`config.mk`:
```
export PLATFORM = sky130hd
export DESIGN_NAME = ctg_div
export DESIGN_NICKNAME = d
export VERILOG_FILES = /design/src/rtl/ctg_pkg.sv /design/src/rtl/ctg_div.sv
export SDC_FILE = /design/constraint.sdc
export NUM_CORES = 1
export LEC_CHECK = 0
export BUFFER_PORTS_ARGS = -buffer_cell sky130_fd_sc_hd__buf_2
export CAP_MARGIN = 25
export CORE_MARGIN = 2
export CORE_UTILIZATION = 35
export CTS_CLUSTER_DIAMETER = 50
export DETAILED_ROUTE_END_ITERATION = 12
export PLACE_DENSITY_LB_ADDON = 0.15
export RECOVER_POWER = 100
export SLEW_MARGIN = 0
export SYNTH_ARGS = -nofsm -noshare
export SYNTH_HDL_FRONTEND = slang
export SYNTH_SLANG_ARGS = --single-unit
```
`constraint.sdc`:
```
create_clock -name clk -period 12.6 [get_ports clk]
set_input_delay 0.63 -clock clk [delete_from_list [all_inputs] [get_ports clk]]
set_output_delay 0.63 -clock clk [all_outputs]
set_load 0.02 [all_outputs]
```
`src/rtl/ctg_pkg.sv`:
```
// Shared types, constants and helpers for the cubic trajectory generator.
// Used by the top level and by the serial divider; no dependencies.
package ctg_pkg;

  localparam int COEF_W       = 64;
  localparam int DIV_W        = 128;
  localparam int MUL_W        = 32;
  localparam int MIN_DURATION = 66;

  typedef logic [COEF_W-1:0] coef_t;

  // operand A select
  localparam logic [2:0] A_RA  = 3'd0;
  localparam logic [2:0] A_RB  = 3'd1;
  localparam logic [2:0] A_RC  = 3'd2;
  localparam logic [2:0] A_RD  = 3'd3;
  localparam logic [2:0] A_C2  = 3'd4;
  localparam logic [2:0] A_C3  = 3'd5;
  localparam logic [2:0] A_DUR = 3'd6;

  // multiplier operand select
  localparam logic [2:0] M_DUR   = 3'd0;
  localparam logic [2:0] M_T     = 3'd1;
  localparam logic [2:0] M_K2    = 3'd2;
  localparam logic [2:0] M_K3    = 3'd3;
  localparam logic [2:0] M_K6    = 3'd4;
  localparam logic [2:0] M_K17   = 3'd5;
  localparam logic [2:0] M_K3S16 = 3'd6;

  // addend select
  localparam logic [2:0] B_NONE = 3'd0;
  localparam logic [2:0] B_RA   = 3'd1;
  localparam logic [2:0] B_RB   = 3'd2;
  localparam logic [2:0] B_C0   = 3'd3;
  localparam logic [2:0] B_C1   = 3'd4;
  localparam logic [2:0] B_C2   = 3'd5;

  // product scaling
  localparam logic [1:0] MD_UNS  = 2'd0;
  localparam logic [1:0] MD_TIME = 2'd1;
  localparam logic [1:0] MD_RAW  = 2'd2;

  // destination
  localparam logic [1:0] D_RA = 2'd0;
  localparam logic [1:0] D_RB = 2'd1;
  localparam logic [1:0] D_RC = 2'd2;
  localparam logic [1:0] D_RD = 2'd3;

  localparam logic [3:0] PLAN_FIRST   = 4'd0;
  localparam logic [3:0] PLAN_LAST    = 4'd4;
  localparam logic [3:0] SAMPLE_FIRST = 4'd5;

  typedef struct packed {
    logic [2:0] a_sel;
    logic [2:0] m_sel;
    logic [1:0] mode;
    logic [2:0] b_sel;
    logic       neg;
    logic [1:0] dest;
    logic       last;
  } op_t;

  function automatic op_t ctg_op(input logic [3:0] step);
    op_t o;
    o = '{A_RA, M_T, MD_TIME, B_NONE, 1'b0, D_RA, 1'b0};
    case (step)
      4'd0:    o = '{A_RB, M_DUR,   MD_UNS,  B_NONE, 1'b0, D_RB, 1'b0};
      4'd1:    o = '{A_RA, M_K17,   MD_UNS,  B_RB,   1'b1, D_RB, 1'b0};
      4'd2:    o = '{A_RA, M_K3S16, MD_UNS,  B_NONE, 1'b0, D_RA, 1'b0};
      4'd3:    o = '{A_RC, M_DUR,   MD_UNS,  B_RA,   1'b1, D_RA, 1'b0};
      4'd4:    o = '{A_DUR, M_DUR,  MD_RAW,  B_NONE, 1'b0, D_RC, 1'b1};
      4'd5:    o = '{A_C3, M_T,     MD_TIME, B_C2,   1'b0, D_RA, 1'b0};
      4'd6:    o = '{A_RA, M_T,     MD_TIME, B_C1,   1'b0, D_RA, 1'b0};
      4'd7:    o = '{A_RA, M_T,     MD_TIME, B_C0,   1'b0, D_RA, 1'b0};
      4'd8:    o = '{A_C2, M_K2,    MD_UNS,  B_NONE, 1'b0, D_RB, 1'b0};
      4'd9:    o = '{A_C3, M_K6,    MD_UNS,  B_NONE, 1'b0, D_RC, 1'b0};
      4'd10:   o = '{A_RC, M_T,     MD_TIME, B_RB,   1'b0, D_RC, 1'b0};
      4'd11:   o = '{A_C3, M_K3,    MD_UNS,  B_NONE, 1'b0, D_RD, 1'b0};
      4'd12:   o = '{A_RD, M_T,     MD_TIME, B_RB,   1'b0, D_RD, 1'b0};
      4'd13:   o = '{A_RD, M_T,     MD_TIME, B_C1,   1'b0, D_RD, 1'b1};
      default: o = '{A_RA, M_T,     MD_TIME, B_NONE, 1'b0, D_RA, 1'b1};
    endcase
    return o;
  endfunction

  function automatic coef_t abs_mag(input coef_t a);
    return a[COEF_W-1] ? -a : a;
  endfunction

  function automatic coef_t from_mag(input coef_t mag, input logic neg);
    if (neg) begin
      return mag[COEF_W-1] ? {1'b1, {(COEF_W-1){1'b0}}} : -mag;
    end
    return mag[COEF_W-1] ? {1'b0, {(COEF_W-1){1'b1}}} : mag;
  endfunction

  function automatic coef_t sat_add(input coef_t a, input coef_t b);
    coef_t s;
    s = a + b;
    if (a[COEF_W-1] == b[COEF_W-1] && s[COEF_W-1] != a[COEF_W-1]) begin
      return a[COEF_W-1] ? {1'b1, {(COEF_W-1){1'b0}}} : {1'b0, {(COEF_W-1){1'b1}}};
    end
    return s;
  endfunction

endpackage

```
`src/rtl/ctg_div.sv`:
```
// Bit-serial unsigned divider, 128-bit dividend by 64-bit divisor.
// One quotient bit per cycle; depends on ctg_pkg.
module ctg_div
  import ctg_pkg::*;
(
  input  logic               clk,
  input  logic               rst_n,
  input  logic               start,
  input  logic [DIV_W-1:0]   dividend,
  input  logic [COEF_W-1:0]  divisor,
  output logic [DIV_W-1:0]   quotient,
  output logic               busy,
  output logic               done
);

  logic [DIV_W-1:0]  num_r;
  logic [COEF_W-1:0] rem_r, rem_nxt, dv_r;
  logic [6:0]        cnt_r;
  logic              busy_r, done_r;
  logic [COEF_W-1:0] shifted;
  logic              take;

  always_comb begin
    shifted = {rem_r[COEF_W-2:0], num_r[DIV_W-1]};
    take    = rem_r[COEF_W-1] || (shifted >= dv_r);
    rem_nxt = take ? shifted - dv_r : shifted;
  end

  always_ff @(posedge clk) begin
    if (!rst_n) begin
      busy_r <= 1'b0;
      done_r <= 1'b0;
      cnt_r  <= '0;
    end else begin
      done_r <= busy_r && !start && (&cnt_r);
      if (start) begin
        num_r  <= dividend;
        dv_r   <= divisor;
        rem_r  <= '0;
        cnt_r  <= '0;
        busy_r <= 1'b1;
      end else if (busy_r) begin
        rem_r <= rem_nxt;
        num_r <= {num_r[DIV_W-2:0], take};
        cnt_r <= cnt_r + 7'd1;
        if (&cnt_r) begin
          busy_r <= 1'b0;
        end
      end
    end
  end

  assign quotient = num_r;
  assign busy     = busy_r;
  assign done     = done_r;

endmodule

```
==> impl_metrics.env <==
export IMPL_syn_to_final_growth_pct=21.9
export IMPL_cp_cell_sequence="clkbuf_1 -> o21a_1 -> clkbuf_1 -> clkbuf_1"
export IMPL_core_sq_um=41700
export IMPL_cp_start_kind="input pin"
export IMPL_grt_usage_pct=18.9
export IMPL_gp_congestion=0.873
export IMPL_critical_path_depth=4
export IMPL_synth_seq_cells=265
export IMPL_pwr_share_seq_pct=39.1
export IMPL_hold_viol=0
export IMPL_synth_edf_count=256
export IMPL_maxCapViolCount=9
export IMPL_pwr_share_clk_pct=39.1
export IMPL_ctsHtreeMaxLevel=2
export IMPL_fin_util_pct=42.9
export IMPL_setup_viol=0
export IMPL_synth_top_cell_by_area="edfxtp_1"
export IMPL_maxSlewViolCount=520
export IMPL_ant_nets=0
export IMPL_grt_pass1_wl_mm=64.5
export IMPL_rr_worst_depth=14
export IMPL_tns_ps=0
export IMPL_max_slew_margin_pct=-194
export IMPL_critPathBufInv=3
export IMPL_rsz0062_at_grt="false"
export IMPL_cellLeakagePower_nw=7.09
export IMPL_dieArea_sq_um=43600
export IMPL_critical_path_class="in2reg"
export IMPL_cts_resized=0
export IMPL_synth_cell_types=68
export IMPL_wirelength_mm=40.8
export IMPL_cts_setup_buffers=0
export IMPL_period_share_pct=61.6
export IMPL_layout_common_cells="edfxtp_1 (256), buf_2 (191), clkbuf_1 (147)"
export IMPL_ys_async_sr_fraction_pct=0
export IMPL_drt_iter0_markers=594
export IMPL_powerDensity_nw_per_um2=157
export IMPL_start_util_pct=35.2
export IMPL_status="complete, but fails checks"
export IMPL_syn_area_per_cell_sq_um=11.7
export IMPL_worst_slew_pin_slew_ps=4410
export IMPL_crit_family="buffers and inverters"
export IMPL_synth_cells=1256
export IMPL_portBuffers=324
export IMPL_insertion_delay_ps=570
export IMPL_cts_hold_buffers=0
export IMPL_drt_pass1_iterations=5
export IMPL_synthTopCellsByArea="edfxtp_1 (52%), mux2_2 (9.7%), ha_1 (5.5%), a21oi_1 (3.2%), mux2i_1 (2.5%)"
export IMPL_cpMaxStageDelayCell="clkbuf_1"
export IMPL_cp_arrival_ps=7880
export IMPL_clk_pin_slew_ps=60
export IMPL_cpMostUsedCell="clkbuf_1"
export IMPL_drc=0
export IMPL_synthesis_area_sq_um=14700
export IMPL_cts_sinks=265
export IMPL_cts_path_max_buffers=3
export IMPL_yosysSeqAreaShare_pct=53.6
export IMPL_yosys_warnings=0
export IMPL_crit_required_ps=12720
export IMPL_ioPinCount=325
export IMPL_final_common_cell="edfxtp_1"
export IMPL_cts_tree="built"
export IMPL_comb_power_share_pct=21.9
export IMPL_vias=11000
export IMPL_p_int_w=0.00198
export IMPL_cp_end_kind="register"
export IMPL_cp_max_fo=55
export IMPL_rows=75
export IMPL_hold_depth=1
export IMPL_drive_gt1_share_pct=24.3
export IMPL_peakVddDrop_uv=110
export IMPL_dp_hpwl_mm=30.1
export IMPL_violations="capacitance limit, slew limit"
export IMPL_synth_ff_type="edfxtp_1"
export IMPL_p_switching_w=0.000829
export IMPL_max_stage_delay_ps=2100
export IMPL_post_route_min_period_ps=7760
export IMPL_grt_max_degree=84
export IMPL_die_x_um=209
export IMPL_cts_buffers=40
export IMPL_grt_pass1_vias=11400
export IMPL_nNetsFinal=1829
export IMPL_fmax_mhz=129
export IMPL_clock_root_buffer="clkbuf_16"
export IMPL_die_height_um=209
export IMPL_antenna_found_initial=19
export IMPL_sw_frac_of_total_pct=29.5
export IMPL_wire_per_inst_um=19.0
export IMPL_hold_path_class="in2reg"
export IMPL_syn_num_nets=1517
export IMPL_netlist_area_leader_share_pct=52.4
export IMPL_via_per_inst=5.13
export IMPL_grt_overflow_total=0
export IMPL_fin_skew_ps=24.2
==> power groups by stage <==
stage / sequential, W / clock [W] / combinational, W
2_1_floorplan: 0.00114 / 0 / 0.000411
3_3_place_gp: 0.00111 / 0 / 0.000611
3_5_place_dp: 0.00111 / 0 / 0.000613
4_1_cts: 0.00109 / 0.00113 / 0.000616
5_1_grt: 0.00110 / 0.00117 / 0.000682
6_report: 0.00110 / 0.00110 / 0.000614
==> path summary, 6_finish.rpt <==
| kind | startpoint | endpoint | slack [ps] |
|---|---|---|---|
| worst max-delay path | start | quotient[29]$_DFFE_PP_ | 4840 |
| worst min-delay path | divisor[3] | dv_r[3]$_DFFE_PP_ | 230 |
| worst max register to register | quotient[127]$_DFFE_PP_ | rem_r[63]$_SDFFCE_PP0P_ | 5020 |
| worst min register to register | cnt_r[5]$_SDFFE_PP0P_ | cnt_r[5]$_SDFFE_PP0P_ | 490 |
==> state kept, by name (all words and copies together), names as in the netlist <==
register  count
busy          1
cnt_r         7
done          1
dv_r         64
quotient    128
rem_r        64
==> synth_stat cells (3+ instances only) <==
cell type and number:
edfxtp_1 256, mux2_2 127, nor2_1 96, a21oi_1 95, inv_1 87, nand2_1 74, ha_1 65, clkbuf_1 46
o21ai_0 46, mux2i_1 37, xnor2_1 33, a21o_1 27, nand3_1 24, nand4_1 24, xor2_1 24, a211oi_1 16
o21bai_1 14, buf_2 10, dfxtp_1 9, nand2b_1 9, nor3_1 9, o211ai_1 9, a31oi_1 8, o21ai_1 8
and3_1 7, nor2b_1 7, a22o_1 6, and2_1 6, or3_1 6, buf_4 5, or4_1 5, o21a_1 4
a21boi_0 3, a41oi_1 3, and4_1 3, nor4_1 3, o22ai_1 3, o31ai_1 3
==> final cells by class <==
cell class,count,area (sq um)
well taps,539,674
clock inverters,26,251
fillers,4116,23800
inverters,87,327
repair buffers,331,1480
multi-input cells,843,6220
diodes,9,22.5
clock buffers,48,1050
flip-flops and latches,265,7870
==> per-layer routing <==
metal	global-route usage (%)	share of wire, %
met1	23.5	42
met2	30.3	46
met3	7.35	8.2
met4	5.91	2.9
met5	0	0.33
==> cells by family after synthesis <==
group,synth area share (%)
DFF,53.6
and+or+nand+nor,9.10
adders and majority gates,5.68
buffers and inverters,4.00
xor gates and xnor gates,3.40
muxes,12.3
AOI/OAI and AO/OA,12.0
==> per-stage QoR <==
step / hold slack, ps / instances / power [W] / instance area [sq um] / worst slack, ps
2_1_floorplan: 458 / 1256 / 0.00155 / 14700 / 6540
3_3_place_gp: 469 / 2063 / 0.00172 / 16800 / 8330
3_5_place_dp: 486 / 2064 / 0.00172 / 16800 / 8220
4_1_cts: 198 / 2138 / 0.00284 / 18100 / 8170
5_1_grt: 200 / 2141 / 0.00296 / 17900 / 3950
6_report: 235 / 2148 / 0.00280 / 17900 / 4840
No activity file was read; power rests on OpenSTA's default activity.
